[src/rtl/pbwf_pkg.sv]
package pbwf_pkg;

    // sizing of the length and offset counters
    localparam int LENGTH_BITS = 32;
    localparam int OFFSET_BITS = 32;

    localparam logic [28:0] MAX_FIELD_RESET = 29'h1fff_ffff;

    // result kinds
    localparam logic [2:0] KIND_SCALAR  = 3'd0;
    localparam logic [2:0] KIND_HEADER  = 3'd1;
    localparam logic [2:0] KIND_PAYLOAD = 3'd2;
    localparam logic [2:0] KIND_END     = 3'd3;
    localparam logic [2:0] KIND_ERROR   = 3'd4;

    // status codes
    localparam logic [3:0] ST_OK             = 4'd0;
    localparam logic [3:0] ST_FIELD_ZERO     = 4'd1;
    localparam logic [3:0] ST_FIELD_TOO_BIG  = 4'd2;
    localparam logic [3:0] ST_GROUP          = 4'd3;
    localparam logic [3:0] ST_RESERVED_TYPE  = 4'd4;
    localparam logic [3:0] ST_VARINT_OVERFLOW = 4'd5;
    localparam logic [3:0] ST_VARINT_LONG    = 4'd6;
    localparam logic [3:0] ST_LENGTH_TOO_BIG = 4'd7;
    localparam logic [3:0] ST_TRUNCATED      = 4'd8;

    // wire types
    localparam logic [2:0] WT_VARINT  = 3'd0;
    localparam logic [2:0] WT_FIXED64 = 3'd1;
    localparam logic [2:0] WT_LENGTH  = 3'd2;
    localparam logic [2:0] WT_GSTART  = 3'd3;
    localparam logic [2:0] WT_GEND    = 3'd4;
    localparam logic [2:0] WT_FIXED32 = 3'd5;

    // input opcodes
    localparam logic OP_BYTE = 1'b0;
    localparam logic OP_END  = 1'b1;

    typedef struct packed {
        logic [2:0]  kind;
        logic [28:0] field_number;
        logic [2:0]  wire_kind;
        logic [63:0] value;
        logic [7:0]  payload_byte;
        logic        last;
        logic [3:0]  status;
        logic [31:0] offset;
    } result_t;

endpackage

[src/rtl/protobuf_wire_field_parser_unit.sv]
// Path: a byte beat is registered at the input; its result (if any) is registered again for m_.
// Throughput: one input beat per cycle unless m_tready stalls the output; the parser update is
// combinational between the input register and the result register.
// Reset: synchronous active-low aresetn clears parser state, both register valids and
// sets max_field to its largest value; no clearing pass.
module protobuf_wire_field_parser_unit (
    input  logic          aclk,
    input  logic          aresetn,
    input  logic          cfg_wr_en,
    input  logic [28:0]   cfg_wr_data,
    input  logic          s_tvalid,
    output logic          s_tready,
    input  logic [7:0]    s_tdata,   // [7:0] data_byte
    input  logic          s_tuser,   // [0] opcode
    output logic          m_tvalid,
    input  logic          m_tready,
    output logic [143:0]  m_tdata,   // [28:0] field_number, [31:29] wire_kind, [95:32] value,
                                     // [103:96] payload_byte, [107:104] status,
                                     // [139:108] offset, [143:140] zero
    output logic [2:0]    m_tuser,   // [2:0] kind
    output logic          m_tlast    // last
);
    import pbwf_pkg::*;

    logic        in_valid_reg;
    logic        in_op_reg;
    logic [7:0]  in_byte_reg;
    logic [28:0] max_field_reg;
    logic        stage_free;
    logic        process;
    logic        res_valid;
    result_t     res;
    result_t     out_data;

    assign process  = in_valid_reg && stage_free;
    assign s_tready = !in_valid_reg || stage_free;

    // input register and config register
    always_ff @(posedge aclk) begin
        if (!aresetn) begin
            in_valid_reg  <= 1'b0;
            max_field_reg <= MAX_FIELD_RESET;
        end else begin
            if (s_tready) begin
                in_valid_reg <= s_tvalid;
            end
            if (cfg_wr_en) begin
                max_field_reg <= cfg_wr_data;
            end
        end
    end

    always_ff @(posedge aclk) begin
        if (s_tvalid && s_tready) begin
            in_op_reg   <= s_tuser;
            in_byte_reg <= s_tdata;
        end
    end

    pbwf_parse_core u_core (
        .aclk        (aclk),
        .aresetn     (aresetn),
        .item_valid  (process),
        .item_opcode (in_op_reg),
        .item_byte   (in_byte_reg),
        .max_field   (max_field_reg),
        .res_valid   (res_valid),
        .res         (res)
    );

    pbwf_out_stage u_out (
        .aclk      (aclk),
        .aresetn   (aresetn),
        .load      (process && res_valid),
        .load_data (res),
        .free      (stage_free),
        .m_valid   (m_tvalid),
        .m_ready   (m_tready),
        .m_data    (out_data)
    );

    // beat packing
    assign m_tdata = {4'b0000, out_data.offset, out_data.status, out_data.payload_byte,
                      out_data.value, out_data.wire_kind, out_data.field_number};
    assign m_tuser = out_data.kind;
    assign m_tlast = out_data.last;

endmodule

[src/rtl/pbwf_parse_core.sv]
module pbwf_parse_core (
    input  logic              aclk,
    input  logic              aresetn,
    input  logic              item_valid,
    input  logic              item_opcode,
    input  logic [7:0]        item_byte,
    input  logic [28:0]       max_field,
    output logic              res_valid,
    output pbwf_pkg::result_t res
);
    import pbwf_pkg::*;

    typedef enum logic [2:0] {
        PH_TAG, PH_VALUE, PH_LEN, PH_FIXED, PH_PAYLOAD, PH_ERROR
    } phase_t;

    typedef enum logic [1:0] {VI_MORE, VI_DONE, VI_OVF, VI_LONG} vi_code_t;

    typedef struct packed {
        logic [63:0] acc;
        logic [3:0]  idx;
        vi_code_t    code;
    } vi_res_t;

    // mask of the bits a length may use
    localparam logic [63:0] LEN_MASK =
        (LENGTH_BITS >= 64) ? {64{1'b1}} : ((64'd1 << LENGTH_BITS) - 64'd1);

    phase_t                   phase_reg, phase_next;
    logic [63:0]              acc_reg, acc_next;
    logic [3:0]               idx_reg, idx_next;
    logic [28:0]              field_reg, field_next;
    logic [2:0]               type_reg, type_next;
    logic [LENGTH_BITS-1:0]   remain_reg, remain_next;
    logic [OFFSET_BITS-1:0]   pos_reg, pos_next;
    logic [OFFSET_BITS-1:0]   start_reg, start_next;
    logic [3:0]               err_reg, err_next;

    logic [OFFSET_BITS-1:0]   tag_start;
    logic [63:0]              tag_acc;
    vi_res_t                  vi_tag, vi_val;
    logic [60:0]              tag_fn;
    logic [2:0]               tag_wt;
    logic [63:0]              fixed_acc;
    logic [3:0]               fixed_idx;
    logic [3:0]               fixed_width;
    logic [LENGTH_BITS-1:0]   remain_dec;
    logic [3:0]               end_status;

    // one byte of a base-128 varint
    function automatic vi_res_t varint_take(input logic [63:0] acc, input logic [3:0] idx,
                                            input logic [7:0] b);
        vi_res_t r;
        logic [5:0] sh;
        r.acc  = acc;
        r.idx  = idx;
        r.code = VI_MORE;
        sh     = 6'(7 * idx);
        if (idx == 4'd9 && b[6:0] > 7'h01) begin
            r.code = VI_OVF;
        end else begin
            r.acc = acc | (64'(b[6:0]) << sh);
            if (!b[7]) begin
                r.code = VI_DONE;
            end else begin
                r.idx = idx + 4'd1;
                if (r.idx >= 4'd10) begin
                    r.code = VI_LONG;
                end
            end
        end
        return r;
    endfunction

    function automatic logic [3:0] vi_status(input vi_code_t c);
        return (c == VI_OVF) ? ST_VARINT_OVERFLOW : ST_VARINT_LONG;
    endfunction

    // shared decode terms
    assign tag_start   = (idx_reg == 4'd0) ? pos_reg : start_reg;
    assign tag_acc     = (idx_reg == 4'd0) ? 64'd0 : acc_reg;
    assign vi_tag      = varint_take(tag_acc, idx_reg, item_byte);
    assign vi_val      = varint_take(acc_reg, idx_reg, item_byte);
    assign tag_fn      = vi_tag.acc[63:3];
    assign tag_wt      = vi_tag.acc[2:0];
    assign fixed_acc   = acc_reg | (64'(item_byte) << {idx_reg[2:0], 3'b000});
    assign fixed_idx   = idx_reg + 4'd1;
    assign fixed_width = (type_reg == WT_FIXED64) ? 4'd8 : 4'd4;
    assign remain_dec  = remain_reg - LENGTH_BITS'(1);
    assign end_status  = (err_reg != ST_OK) ? err_reg :
                         ((phase_reg != PH_TAG || idx_reg != 4'd0) ? ST_TRUNCATED : ST_OK);

    // next state and result for the beat in hand
    always_comb begin
        phase_next  = phase_reg;
        acc_next    = acc_reg;
        idx_next    = idx_reg;
        field_next  = field_reg;
        type_next   = type_reg;
        remain_next = remain_reg;
        pos_next    = pos_reg;
        start_next  = start_reg;
        err_next    = err_reg;
        res_valid   = 1'b0;
        res         = '0;

        if (item_opcode == OP_END) begin
            res_valid    = 1'b1;
            res.kind     = KIND_END;
            res.status   = end_status;
            res.offset   = 32'(pos_reg);
            phase_next   = PH_TAG;
            acc_next     = '0;
            idx_next     = '0;
            field_next   = '0;
            type_next    = '0;
            remain_next  = '0;
            pos_next     = '0;
            start_next   = '0;
            err_next     = ST_OK;
        end else begin
            pos_next = pos_reg + OFFSET_BITS'(1);
            case (phase_reg)
                PH_TAG: begin
                    start_next = tag_start;
                    if (vi_tag.code == VI_MORE) begin
                        acc_next = vi_tag.acc;
                        idx_next = vi_tag.idx;
                    end else if (vi_tag.code != VI_DONE) begin
                        // tag varint broken: field and type still those of before
                        acc_next         = vi_tag.acc;
                        idx_next         = vi_tag.idx;
                        phase_next       = PH_ERROR;
                        err_next         = vi_status(vi_tag.code);
                        res_valid        = 1'b1;
                        res.kind         = KIND_ERROR;
                        res.field_number = field_reg;
                        res.wire_kind    = type_reg;
                        res.status       = vi_status(vi_tag.code);
                        res.offset       = 32'(tag_start);
                    end else begin
                        field_next = tag_fn[28:0];
                        type_next  = tag_wt;
                        acc_next   = '0;
                        idx_next   = '0;
                        res.field_number = tag_fn[28:0];
                        res.wire_kind    = tag_wt;
                        res.kind         = KIND_ERROR;
                        res.offset       = 32'(tag_start);
                        if (tag_fn == 61'd0) begin
                            res.status = ST_FIELD_ZERO;
                        end else if (tag_fn > 61'(max_field)) begin
                            res.status = ST_FIELD_TOO_BIG;
                        end else if (tag_wt == WT_GSTART || tag_wt == WT_GEND) begin
                            res.status = ST_GROUP;
                        end else if (tag_wt > WT_FIXED32) begin
                            res.status = ST_RESERVED_TYPE;
                        end
                        if (res.status != ST_OK) begin
                            res_valid  = 1'b1;
                            phase_next = PH_ERROR;
                            err_next   = res.status;
                        end else if (tag_wt == WT_VARINT) begin
                            phase_next = PH_VALUE;
                        end else if (tag_wt == WT_LENGTH) begin
                            phase_next = PH_LEN;
                        end else begin
                            phase_next = PH_FIXED;
                        end
                    end
                end
                PH_VALUE, PH_LEN: begin
                    res.field_number = field_reg;
                    res.wire_kind    = type_reg;
                    if (vi_val.code == VI_MORE) begin
                        acc_next = vi_val.acc;
                        idx_next = vi_val.idx;
                    end else if (vi_val.code != VI_DONE) begin
                        // offset points back by the count of bytes taken
                        acc_next   = vi_val.acc;
                        idx_next   = vi_val.idx;
                        phase_next = PH_ERROR;
                        err_next   = vi_status(vi_val.code);
                        res_valid  = 1'b1;
                        res.kind   = KIND_ERROR;
                        res.status = vi_status(vi_val.code);
                        res.offset = 32'(pos_reg - OFFSET_BITS'(vi_val.idx));
                    end else begin
                        acc_next  = '0;
                        idx_next  = '0;
                        res_valid = 1'b1;
                        if (phase_reg == PH_VALUE) begin
                            res.kind   = KIND_SCALAR;
                            res.value  = vi_val.acc;
                            res.offset = 32'(start_reg);
                            phase_next = PH_TAG;
                        end else if ((vi_val.acc & ~LEN_MASK) != 64'd0) begin
                            res.kind   = KIND_ERROR;
                            res.status = ST_LENGTH_TOO_BIG;
                            res.offset = 32'(pos_next);
                            phase_next = PH_ERROR;
                            err_next   = ST_LENGTH_TOO_BIG;
                        end else begin
                            res.kind    = KIND_HEADER;
                            res.value   = vi_val.acc;
                            res.last    = (vi_val.acc == 64'd0);
                            res.offset  = 32'(start_reg);
                            remain_next = LENGTH_BITS'(vi_val.acc);
                            phase_next  = (vi_val.acc == 64'd0) ? PH_TAG : PH_PAYLOAD;
                        end
                    end
                end
                PH_FIXED: begin
                    // little-endian assembly, one byte per beat
                    acc_next = fixed_acc;
                    idx_next = fixed_idx;
                    if (fixed_idx >= fixed_width) begin
                        res_valid        = 1'b1;
                        res.kind         = KIND_SCALAR;
                        res.field_number = field_reg;
                        res.wire_kind    = type_reg;
                        res.value        = fixed_acc;
                        res.offset       = 32'(start_reg);
                        acc_next         = '0;
                        idx_next         = '0;
                        phase_next       = PH_TAG;
                    end
                end
                PH_PAYLOAD: begin
                    remain_next      = remain_dec;
                    res_valid        = 1'b1;
                    res.kind         = KIND_PAYLOAD;
                    res.field_number = field_reg;
                    res.wire_kind    = type_reg;
                    res.payload_byte = item_byte;
                    res.last         = (remain_dec == '0);
                    res.offset       = 32'(start_reg);
                    if (remain_dec == '0) begin
                        phase_next = PH_TAG;
                    end
                end
                default: begin
                    // sticky error: bytes only move the position on
                end
            endcase
        end
    end

    // parser state
    always_ff @(posedge aclk) begin
        if (!aresetn) begin
            phase_reg  <= PH_TAG;
            acc_reg    <= '0;
            idx_reg    <= '0;
            field_reg  <= '0;
            type_reg   <= '0;
            remain_reg <= '0;
            pos_reg    <= '0;
            start_reg  <= '0;
            err_reg    <= ST_OK;
        end else if (item_valid) begin
            phase_reg  <= phase_next;
            acc_reg    <= acc_next;
            idx_reg    <= idx_next;
            field_reg  <= field_next;
            type_reg   <= type_next;
            remain_reg <= remain_next;
            pos_reg    <= pos_next;
            start_reg  <= start_next;
            err_reg    <= err_next;
        end
    end

endmodule

[src/rtl/pbwf_out_stage.sv]
module pbwf_out_stage (
    input  logic              aclk,
    input  logic              aresetn,
    input  logic              load,
    input  pbwf_pkg::result_t load_data,
    output logic              free,
    output logic              m_valid,
    input  logic              m_ready,
    output pbwf_pkg::result_t m_data
);
    import pbwf_pkg::*;

    logic    valid_reg, valid_next;
    result_t data_reg;

    // room when empty or when the held beat leaves this cycle
    assign free       = !valid_reg || m_ready;
    assign valid_next = load ? 1'b1 : (valid_reg && !m_ready);
    assign m_valid    = valid_reg;
    assign m_data     = data_reg;

    always_ff @(posedge aclk) begin
        if (!aresetn) begin
            valid_reg <= 1'b0;
        end else begin
            valid_reg <= valid_next;
        end
    end

    // payload needs no reset
    always_ff @(posedge aclk) begin
        if (load) begin
            data_reg <= load_data;
        end
    end

endmodule
[config.mk]
export PLATFORM = sky130hd
export DESIGN_NAME = protobuf_wire_field_parser_unit
export DESIGN_NICKNAME = d
export VERILOG_FILES = /design/src/rtl/pbwf_pkg.sv /design/src/rtl/protobuf_wire_field_parser_unit.sv /design/src/rtl/pbwf_parse_core.sv /design/src/rtl/pbwf_out_stage.sv
export SDC_FILE = /design/constraint.sdc
export NUM_CORES = 1
export LEC_CHECK = 0
export ABC_CLOCK_PERIOD_IN_PS = 13770
export BUFFER_PORTS_ARGS = -buffer_cell sky130_fd_sc_hd__buf_2
export CAP_MARGIN = 20
export CORE_MARGIN = 2
export CORE_UTILIZATION = 40
export DETAILED_ROUTE_END_ITERATION = 6
export PLACE_DENSITY = 0.68
export SYNTH_ARGS = -nofsm -noshare
export SYNTH_HDL_FRONTEND = slang
export SYNTH_SLANG_ARGS = --single-unit
export TNS_END_PERCENT = 30
[constraint.sdc]
create_clock -name aclk -period 13.77 [get_ports aclk]
set_input_delay 0.6885 -clock aclk [delete_from_list [all_inputs] [get_ports aclk]]
set_output_delay 0.6885 -clock aclk [all_outputs]
set_load 0.05 [all_outputs]
Word level (Yosys, flattened, before mapping). Cells that the tools add are included.

Add/subtract/negate cells: 4. $mul: 1. Magnitude comparators: 5. Eq/ne operators: 23. Shifts and indexed selects: 2. Multiplexer cells: 110. Bitwise gates (word level): 4. Reduce and logical (&&, ||, !) cells: 37.

Operators by type and width (count): $mux 64 (11); $mux 32 (13); $or 64x64->64 (3); $pmux 64 s3 (1); $mux 36 (4); $pmux 35 s4 (1); $mux 68 (2); $pmux 32 s4 (1); $pmux 64 s2 (1); $mux 29 (4); $mux 4 (25); $mux 96 (1); $logic_not 64->1 (1); $pmux 32 s2 (1); $reduce_bool 64->1 (1); $shl 7x6->64 (1); $shl 8x6->64 (1); $mux 3 (21); $gt 61x29->1 (1); $logic_not 61->1 (1); $mux 37 (1); $mux 35 (1); $add 32x1->32 const B (1); $logic_not 32->1 (1); 43 further kinds (87).

Register bits: 387. Bits of input ports: 43. Logic and storage cells: 208.

Longest topological paths before layout.
Word-level depth: 21. Mapped depth: 21.

By module. Synthesis repeated with hierarchy kept, for this count alone.

Cell total of the unflattened synthesis: 2870. Area total of the unflattened synthesis: 23516.3 um^2.

By module, submodules not included: pbwf_parse_core (instances 1, cells each 2608, area an instance 17752.0 um^2); pbwf_out_stage (instances 1, cells each 148, area an instance 4372.9 um^2); protobuf_wire_field_parser_unit (instances 1, cells each 114, area an instance 1391.3 um^2).

Worst setup path after synthesis. OpenSTA, ideal clock, no wires.

Path kind: reg-to-reg. Start: register u_core.idx_reg[1]. End: register u_out.data_reg (netlist bit u_out.m_data[0]), enable pin. Setup time: 0.695 ns. Arrival: 11.306 ns. Data required time: 13.075 ns. Path slack: 1.769 ns. Cell stages (with the launch flop): 22. Buffers on the path: 2. Cell sequence: dfxtp_1 fa_1 ha_1 inv_1 fa_1 xnor2_1 clkbuf_1 o211ai_1 clkbuf_1 o21ai_0 inv_1 ha_1 nand2b_1 a21oi_1 o211ai_1 a31oi_1 a2111oi_0 nor2_1 nor3_1 nand3b_1 o211ai_1 a21oi_1.

Word-level cells in the longest chain between the ends: 20. Elaborated cells between the ends (all ways): 39. Classes of those cells: add/sub (1); mul (1); order compare (4); eq/ne (4); shift (1); mux (20); bitwise (1); reduce/logical (7).

Ends and longest elaborated chain: start, declared (line pbwf_parse_core.sv:31) `logic [3:0] idx_reg, idx_next;`; start signal, assigned (line pbwf_parse_core.sv:264) `idx_reg <= idx_next;`; parallel branches: the longest is 17 deep, another holds $gt 61x29->1; $pmux 1 s4 * (line pbwf_parse_core.sv:123) `case (phase_reg)`; $mux 1 * (line pbwf_parse_core.sv:107) `if (item_opcode == OP_END) begin`; $logic_and 1x1->1 * (line protobuf_wire_field_parser_unit.sv:74) `.load (process && res_valid),`; net u_out.load (line pbwf_out_stage.sv:4) `input logic load,`; end signal, assigned (line pbwf_out_stage.sv:33) `data_reg <= load_data;`; end, declared (line pbwf_out_stage.sv:14) `result_t data_reg;`.

Mark *: on every way through the listed nets, which the timed path passes. The select of a mux whose other input is x is not followed. A chain may end at the register's enable or synchronous reset.

Worst setup path after layout.
Start: register u_core.idx_reg[0]. End: register u_out.data_reg (netlist bit u_out.m_data[41]), enable pin.

The elaborated chain is that of the path after synthesis.

==> results.toml <==
[floorplan]
coreArea_um2 = 57800
dieWidth_um = 246
die_area_um2 = 60600
num_io_pins = 193
initial_utilization_pct = 40.6
die-height_um = 246
num_rows = 88

[clock_tree]
cts_sinks = 386
clk_latency_ns = 0.62
cts_tree = "built"
clock_path_buffers = 3
cts_hold_buf = 0
cts_htree_levels = 2
path_clk_slew_ns = 0.07
post_cts_buffers = 0
cts_inserted_buffers = 46
cts-root-buf = "clkbuf_16"
cts_resized = 0

[setup_path]
r2r_cells = 23
cp-start-kind = "register"
timing.rr.start = "u_core.idx_reg[0]"
cp.arrival_ns = 8.63
worstPathRequired_ns = 13.98
crit_fanout = 79
rrSetupSlack_ns = 5.34
path_class = "register to register"
r2r_end = "u_out.m_data[41]"
cp-end-kind = "register"

[sta]
slew_headroom_pct = 22.9
rsz0062_at_grt = "false"
setup_viol = 0
min_period_ns = 8.43
hold_viol = 0
max_freq_ghz = 0.119
finalCritPeriodShare_pct = 61.2
fin_worst_skew_ns = 0.0219
slew_violations = 0
holdWs_ns = 0.266
setup-tns-final_ns = 0
tightest_slew_ns = 1.16

[logic_synthesis]
synth_top_cell_by_area = "dfxtp_1"
syn_area_um2 = 23500
yosys-top-cells-area = "dfxtp_1, edfxtp_1, a22oi_1, nor2_1, nor2b_1"
yosysSeqAreaShare_pct = 39.5
ys_ff_latch = 386
synth_warnings = 0
synthArstFlopShare_pct = 0
synthesis.instances = 2782
synthTopCellsByCount = "nor2_1, nand2_1, dfxtp_1, a21oi_1, clkbuf_1"
synth_edf_count = 153
synth_cell_types = 105
syn_area_per_cell_um2 = 8.43
synthFlopType = "dfxtp_1"
synth_most_common_cell = "nor2_1"
synth_top_cell_area_share_pct = 19.9

[grt]
grt-ovfl-total = 0
grt_usage_pct = 30.8
grt_pass1_wl_um = 142000
antenna_found_initial = 2
grt_max_degree = 95
grt_pass1_vias = 22200

[layout]
largest_reg_flops = 144
fill_cells = 5582
nNetsFinal = 2971
syn_to_final_growth_pct = 14.0
drive_above_1_share_pct = 13.9

[route]
routed_wirelength_um = 96600
drtIter0Drc = 3178
viasPerCell = 6.54
dr.pass1.iters = 6
vias = 24000
wl_per_cell_um = 26.3
ant_nets = 0
drc = 0

[status]
status = "finished clean"

[worst_hold_path]
holdPathEnd = "in_byte_reg[3]"
hp-class = "primary input to register"
holdCritStartpoint = "s_tdata[3]"
holdPathStages = 1

[power_and_ir_drop]
powerDensity_nw_per_um2 = 110
ir_drop_uv = 80.3
p_leak_nw = 9.75

[placement]
hpwl_um = 66700
port_buffers = 188
place.gp.congestion = 1.01

[run]
maxCapViolCount = 0
==> logic make-up (layout without fill, tap and decap cells) <==
logic type | count (synthesis) | count (layout) | synth area share, %
and+or+nand+nor | 1015 | 1015 | 21.4
buffers and inverters | 282 | 408 | 4.75
DFF | 386 | 386 | 39.5
other | 1 | 6 | 0.0160
adders and majority gates | 55 | 55 | 3.09
AOI/OAI and AO/OA | 974 | 974 | 28.4
xor gates and xnor gates | 51 | 51 | 1.90
muxes | 18 | 18 | 0.928
==> metal layers <==
layer | share of wire, % | up-vias | GRT usage, %
met1 | 40 | 11600 | 41.1
met4 | 5.9 | 2 | 16.0
met5 | 0.014 | - | 0
met2 | 44 | 1562 | 47.3
li1 | - | 10600 | -
met3 | 9.9 | 345 | 6.02
==> critical path: stages, from the launching register on <==
cell       delay (ns)
dfxtp_2          0.31
buf_4            0.59
fa_1             0.53
ha_1             0.24
inv_1            0.09
fa_1             0.39
buf_4            0.23
inv_1            0.35
nand3_1          0.24
o22ai_1          0.73
and2_1           0.30
a21o_1           0.22
ha_1             0.29
a21oi_1          0.14
o21ai_0          0.11
a221o_1          0.31
a2111oi_0        0.59
nor2_1           0.26
nor3_1           0.44
nand3b_1         0.21
o211ai_1         0.36
a21oi_4          0.09
buf_4            0.36
buf_4            0.54
==> worst max-delay path by stage <==
| stage | to | slack, ns | startpoint |
|---|---|---|---|
| 2_1_floorplan | u_out.m_data[0] | 1.77 | u_core.idx_reg[1] |
| 3_3_place_gp | u_out.m_data[41] | 5.46 | u_core.idx_reg[0] |
| 3_5_place_dp | u_out.m_data[41] | 5.12 | u_core.idx_reg[0] |
| 4_1_cts | u_out.m_data[90] | 5.05 | u_core.idx_reg[0] |
| 5_1_grt | u_out.m_data[90] | 4.82 | u_core.idx_reg[0] |
| 6_report | u_out.m_data[41] | 5.34 | u_core.idx_reg[0] |
==> layout by cell type, fill, tap and decap left out, types with 50 or more instances in the layout <==
master / Yosys / routed
edfxtp_1: 153 / 153
nand2_1: 246 / 245
buf_2: 23 / 187
a22oi_1: 159 / 159
a21oi_1: 189 / 188
o22ai_1: 64 / 64
buf_4: 7 / 77
ha_1: 50 / 50
nor2_1: 286 / 278
nor2b_1: 155 / 155
and2_1: 53 / 53
inv_1: 52 / 52
o21ai_0: 173 / 172
dfxtp_1: 233 / 232
o211ai_1: 53 / 53
==> power by group <==
part | total (mW) | switching (mW) | internal, mW
Combinational | 0.418 | 0.315 | 0.103
Sequential | 1.23 | 0.0172 | 1.22
Clock | 1.29 | 0.539 | 0.748
==> per-stage QoR <==
step / instances / power, mW / setup slack [ns] / utilization, % / instance area (um^2)
6_report: 3678 / 2.94 / 5.34 / 46.3 / 26700
5_1_grt: 3676 / 3.01 / 4.82 / 46.3 / 26700
4_1_cts: 3673 / 2.94 / 5.05 / 46.2 / 26700
3_5_place_dp: 3587 / 1.66 / 5.12 / 43.5 / 25100
3_3_place_gp: 3587 / 1.66 / 5.46 / 43.5 / 25100
2_1_floorplan: 2785 / 1.53 / 1.77 / - / 23500
==> cell type report <==
cell class	count	area, um^2	area share (%)
sequential	386	9260	34.6
tap	765	957	3.58
clock buffer	56	1210	4.52
antenna	2	5.00	0.0187
timing repair buffer	266	1530	5.74
inverter	56	210	0.786
multi-input combinational	2117	13200	49.4
clock inverter	30	367	1.37
Power figures use the tool's default switching activity.
